<file path="config.mk">
export PLATFORM = sky130hd
export DESIGN_NAME = fxalu_cell
export DESIGN_NICKNAME = d
export VERILOG_FILES = /design/src/rtl/fxalu_pkg.sv /design/src/rtl/fxalu_cell.sv
export SDC_FILE = /design/constraint.sdc
export NUM_CORES = 1
export LEC_CHECK = 0
export BUFFER_PORTS_ARGS = -buffer_cell sky130_fd_sc_hd__buf_2
export CAP_MARGIN = 20
export CORE_MARGIN = 1
export CORE_UTILIZATION = 37
export CTS_CLUSTER_DIAMETER = 50
export CTS_CLUSTER_SIZE = 24
export DETAILED_ROUTE_END_ITERATION = 10
export PLACE_DENSITY_LB_ADDON = 0.1
export SYNTH_ARGS = -nofsm -noshare
export SYNTH_HDL_FRONTEND = slang
export SYNTH_SLANG_ARGS = --single-unit
</file>
<file path="constraint.sdc">
create_clock -name clk_i -period 0.8 [get_ports clk_i]
set_input_delay 0.12 -clock clk_i [delete_from_list [all_inputs] [get_ports clk_i]]
set_output_delay 0.12 -clock clk_i [all_outputs]
set_load 0.005 [all_outputs]
</file>
<file path="src/rtl/fxalu_pkg.sv">
// ----------------------------------------------------------------------------
// Fixed-point ALU package
// Operation codes, default widths and shared types for the Q24.8 ALU.
// ----------------------------------------------------------------------------
package fxalu_pkg;

  localparam int unsigned FracBitsDef = 8;
  localparam int unsigned WordBitsDef = 32;

  typedef enum logic [3:0] {
    OP_ADD      = 4'd0,
    OP_SUB      = 4'd1,
    OP_MUL      = 4'd2,
    OP_DIV      = 4'd3,
    OP_GT       = 4'd4,
    OP_LT       = 4'd5,
    OP_GE       = 4'd6,
    OP_LE       = 4'd7,
    OP_EQ       = 4'd8,
    OP_NE       = 4'd9,
    OP_MIN      = 4'd10,
    OP_MAX      = 4'd11,
    OP_INC      = 4'd12,
    OP_DEC      = 4'd13,
    OP_TO_INT   = 4'd14,
    OP_FROM_INT = 4'd15
  } op_e;

  // Control that travels with a request down the divider cells.
  typedef struct packed {
    logic vld;
    logic is_div;
    logic dz;
    logic neg;
    logic flag;
  } ctl_t;

endpackage

</file>
<file path="src/rtl/fxalu_cell.sv">
// ----------------------------------------------------------------------------
// Fixed-point ALU divider cell
// One restoring-division step on a magnitude, registered toward the next cell.
// ----------------------------------------------------------------------------
module fxalu_cell #(
  parameter int unsigned NumBits = 40,
  parameter int unsigned DenBits = 32,
  parameter int unsigned WordBits = 32
) (
  input  logic                clk_i,
  input  logic                rst_ni,
  input  fxalu_pkg::ctl_t     ctl_i,
  input  logic [NumBits-1:0]  num_i,
  input  logic [DenBits-1:0]  den_i,
  input  logic [DenBits:0]    rem_i,
  input  logic [WordBits-1:0] val_i,
  output fxalu_pkg::ctl_t     ctl_o,
  output logic [NumBits-1:0]  num_o,
  output logic [DenBits-1:0]  den_o,
  output logic [DenBits:0]    rem_o,
  output logic [WordBits-1:0] val_o
);

  logic [DenBits:0]    shifted;
  logic [DenBits+1:0]  diff;
  logic                fits;
  fxalu_pkg::ctl_t     ctl_q;
  logic [NumBits-1:0]  num_q;
  logic [DenBits-1:0]  den_q;
  logic [DenBits:0]    rem_q;
  logic [WordBits-1:0] val_q;

  // Bring down the next dividend bit and try to subtract the divisor.
  assign shifted = {rem_i[DenBits-1:0], num_i[NumBits-1]};
  assign diff    = {1'b0, shifted} - {2'b00, den_i};
  assign fits    = ~diff[DenBits+1];

  always_ff @(posedge clk_i or negedge rst_ni) begin
    if (!rst_ni) begin
      ctl_q <= '0;
    end else begin
      ctl_q <= ctl_i;
    end
  end

  always_ff @(posedge clk_i) begin
    num_q <= {num_i[NumBits-2:0], fits};
    den_q <= den_i;
    rem_q <= fits ? diff[DenBits:0] : shifted;
    val_q <= val_i;
  end

  assign ctl_o = ctl_q;
  assign num_o = num_q;
  assign den_o = den_q;
  assign rem_o = rem_q;
  assign val_o = val_q;

endmodule
</file>
## Word-level counts from Yosys, hierarchy flattened

Cells that the tools add are included.

| storage, ports and cells | value |
|---|---|
| register bits | 142 |
| bits of input ports | 144 |

| operators by class | value |
|---|---|
| add/subtract/negate cells | 1 |
| mux-type cells | 1 |
| bitwise logic cells | 1 |

Operator list:

| operator | count |
|---|---|
| $sub 33x32->34 | 1 |
| $mux 33 | 1 |
| $not 1->1 | 1 |

## Longest topological paths before layout

| logic depth | value |
|---|---|
| depth in word-level cells | 2 |
| mapped depth | 12 |

## Worst setup path before layout

Ideal clock, no wire load.

| path | value |
|---|---|
| kind | input -> register |
| from | input den_i[24] |
| to | register rem_q[10], in the netlist rem_o[10] |
| arrival time | 2185 ps |
| required time | 679 ps |
| slack | -1506 ps |
| stages | 12 |
| path buffers | 2 |
| path through | inv_1 -> ha_1 -> buf_2 -> and3_1 -> a21boi_0 -> o21ai_0 -> a31oi_1 -> o21ai_4 -> o21a_4 -> inv_6 -> buf_12 -> mux2_4 |

| on the way | value |
|---|---|
| longest elaborated chain between the ends | 2 |

Ends and longest elaborated chain:

| what | line | RTL |
|---|---|---|
| start, declared | fxalu_cell.sv:14 | `input logic [DenBits-1:0] den_i,` |
| $sub 33x32->34 | fxalu_cell.sv:35 | `assign diff = {1'b0, shifted} - {2'b00, den_i};` |
| $mux 33 | fxalu_cell.sv:49 | `rem_q <= fits ? diff[DenBits:0] : shifted;` |
| end signal, assigned | fxalu_cell.sv:49 |  |
| end, declared | fxalu_cell.sv:30 | `logic [DenBits:0] rem_q;` |

Every way passes these cells.

## Worst setup path after layout

| path | value |
|---|---|
| from | input den_i[9] |
| to | register rem_q[1], in the netlist rem_o[1] |

The elaborated chain is that of the path after synthesis.

==> flow_summary.ini <==
[yosys]
synthFlopType = dfxtp_1
synth_nets = 678
ys_warn_count = 0
synthTopCellsByCount = dfxtp_1 (137), inv_1 (43), ha_1 (32), a21oi_1 (31), nand2_1 (24)
syn-instance-count = 501
syn_area_um2 = 5470
synth_most_common_cell = dfxtp_1
seq_area_frac_synth_pct = 52.5
synth_top_area_share_pct = 50.2
synth_cell_type_count = 57
synth_edf_count = 0
synth_area_leaders = dfxtp_1 (50%), ha_1 (7.3%), mux2_4 (4.9%)
ys_async_sr_fraction_pct = 3.52
synth.ff_latch_count = 142
syn_avg_cell_area_um2 = 10.9
synth_top_cell_by_area = dfxtp_1

[global_route]
antenna_found_initial = 2
grt_max_degree = 17
grt-ovfl-total = 0
grt_first_pass_wirelength_um = 28400
grt_use_total_pct = 24.9
grt_pass1_vias = 5876

[pwr]
power.density_nw_per_um2 = 1920
p_leak_nw = 5.17
switchingPower_mw = 5.80
comb_power_share_pct = 27.6
cellInternalPower_mw = 15.3
switching_share_pct = 27.5
seqPwrFrac_pct = 38.3
ir_worst_vdd_v = 0.00155
power_mw = 21.1
p_clk_share_pct = 34.2

[floorplanning]
core_area_um2 = 14500
die_area_um2 = 15300
die_h_um = 124
io_pins = 286
initial_core_util_pct = 37.7
rows = 44
fp.dieW_um = 124

[hold_path]
hold_depth = 3
hold_path_class = primary input to flop

[drt]
drt_iter0_markers = 215
dr.pass1.iters = 6
route.detailed.drc = 0
finalWirelength_um = 21300
vias_per_cell = 4.70
wl_per_cell_um = 17.2
final_antenna_net_count = 0
vias = 5843

[setup_path]
required_ps = 1110
crit_path_max_fanout = 5
path_class = primary input to flop
critical_path.startpoint_type = primary input
crit_arrival_ps = 2260
cp-end-kind = flop

[timing]
drv_slew = 0
worst_slack_ps = -1150
finalCriticalPeriod_ps = 1950
period_share_pct = 244
rsz0062_at_grt = true
finalSetupViolCount = 176
worst_pin_slew_ps = 404
hold-worst-slack_ps = 30.4
tns_ps = -59790
max_freq_ghz = 0.513
relSlewSlack_pct = 73.0
finalHoldViolCount = 0

[placed_design]
dp_slack_ps = -1780
dp.cells = 1067
globalplace.congestion = 0.828
dpl.hpwl_um = 12900
io_buffer_count = 284

[layout]
area_growth_pct = 101
layoutNonFillerInstCount = 1243
fin_nets = 1222
final_layout_size_suffix_gt1_share_pct = 58.3

[clock_network]
clock_sinks = 142
clock_path_buffers = 2
htreeDepth = 4
cts_buffers = 17
cts_tree = done
root_buffer = clkbuf_16
clk_pin_slew_ps = 60

[run_status]
status = finished with violations
violations = negative setup slack

[run]
max_cap_viol_count = 0
-- timing repair --
action	in CTS	in global routing
hold buffers	134	0
setup endpoints to repair	176	176
endpoints found under the hold margin	138	0
pin swaps	13	10
gates cloned	1	1
buffers inserted	1	7
gates resized for setup	62	158
-- routing by layer --
metal  routed length (um)  GRT usage (%)  vias up  part of all wire, %
met3                 1360           7.20       46                  6.4
met5                   10              0        -                0.047
met2                11200           46.4      215                   52
met1                 8070           25.8     2735                   38
met4                  727           10.7        2                  3.4
li1                     -              -     2845                    -
-- placed cells by master (no fill, tap or decap), types with 5 or more instances in the layout --
| cell type | count |
|---|---|
| buf_2 | 224 |
| ha_4 | 24 |
| nand4_1 | 8 |
| dfrtp_1 | 5 |
| a21oi_1 | 22 |
| nand2_1 | 21 |
| o21ai_1 | 5 |
| inv_6 | 5 |
| a21o_1 | 8 |
| clkbuf_16 | 17 |
| buf_6 | 60 |
| xor2_1 | 8 |
| inv_2 | 8 |
| nor2_1 | 23 |
| a21oi_2 | 9 |
| dlygate4sd3_1 | 134 |
| mux2_4 | 26 |
| and3_1 | 5 |
| nand3_1 | 8 |
| o21ai_0 | 13 |
| dfxtp_1 | 71 |
| ha_1 | 8 |
| o211ai_1 | 10 |
| dfxtp_2 | 66 |
| buf_4 | 118 |
| inv_1 | 31 |
| xnor2_1 | 18 |
-- power groups by stage --
stage               combinational (mW)  sequential [mW]  clock, mW
floorplan                         2.19             8.14          0
detailed placement                4.37             8.04          0
CTS                               5.18             7.91       7.33
global route                      6.23             8.12       7.69
finish                            5.81             8.06       7.20
global placement                  4.32             8.03          0
-- registers in the layout (all words and copies together), names as in the netlist --
signal / cells
num_o: 40
den_o: 32
rem_o: 33
ctl_o: 5
val_o: 32
-- worst max-delay path, cell delays in order --
cell      delay, ps
buf_2           110
inv_1            90
ha_4            230
a41oi_2         190
o21ai_2         100
a32oi_2         300
o311ai_4        170
o21ai_4         160
o21a_4          300
buf_6           150
mux2_2          320
-- cell families after synthesis --
kind of cell,share of synthesized area (%)
compound gates,14.9
xor+xnor,4.17
fa+ha+maj,7.69
buf+inv,5.15
flops,52.5
mux,7.17
simple gates,8.47
-- per-stage QoR --
| stage | util [%] | cell area [um2] |
|---|---|---|
| after global routing | 75.7 | 11000 |
| after floorplan | - | 5790 |
| after global placement | 56.1 | 8120 |
| final | 75.7 | 11000 |
| after CTS | 71.0 | 10300 |
| after detailed placement | 56.1 | 8120 |
-- final cells by class --
| class | count | area, um2 |
|---|---|---|
| clock inverter | 11 | 85.1 |
| inverter | 44 | 209 |
| clock buffer | 21 | 450 |
| multi-input combinational | 299 | 2940 |
| sequential | 142 | 2950 |
| antenna | 1 | 2.50 |
| tap | 184 | 230 |
| timing repair inverter | 2 | 25.0 |
| fill | 955 | 3520 |
| timing repair buffer | 539 | 4070 |
-- worst paths after layout --
| check | from | to |
|---|---|---|
| min in group asynchronous | rst_ni | ctl_o[0]$_DFF_PN0_ |
| worst min-delay path | rem_i[27] | rem_o[28]$_DFF_P_ |
| worst max-delay path | den_i[9] | rem_o[1]$_DFF_P_ |
| max in group asynchronous | rst_ni | ctl_o[2]$_DFF_PN0_ |
Power figures use the tool's default switching activity.
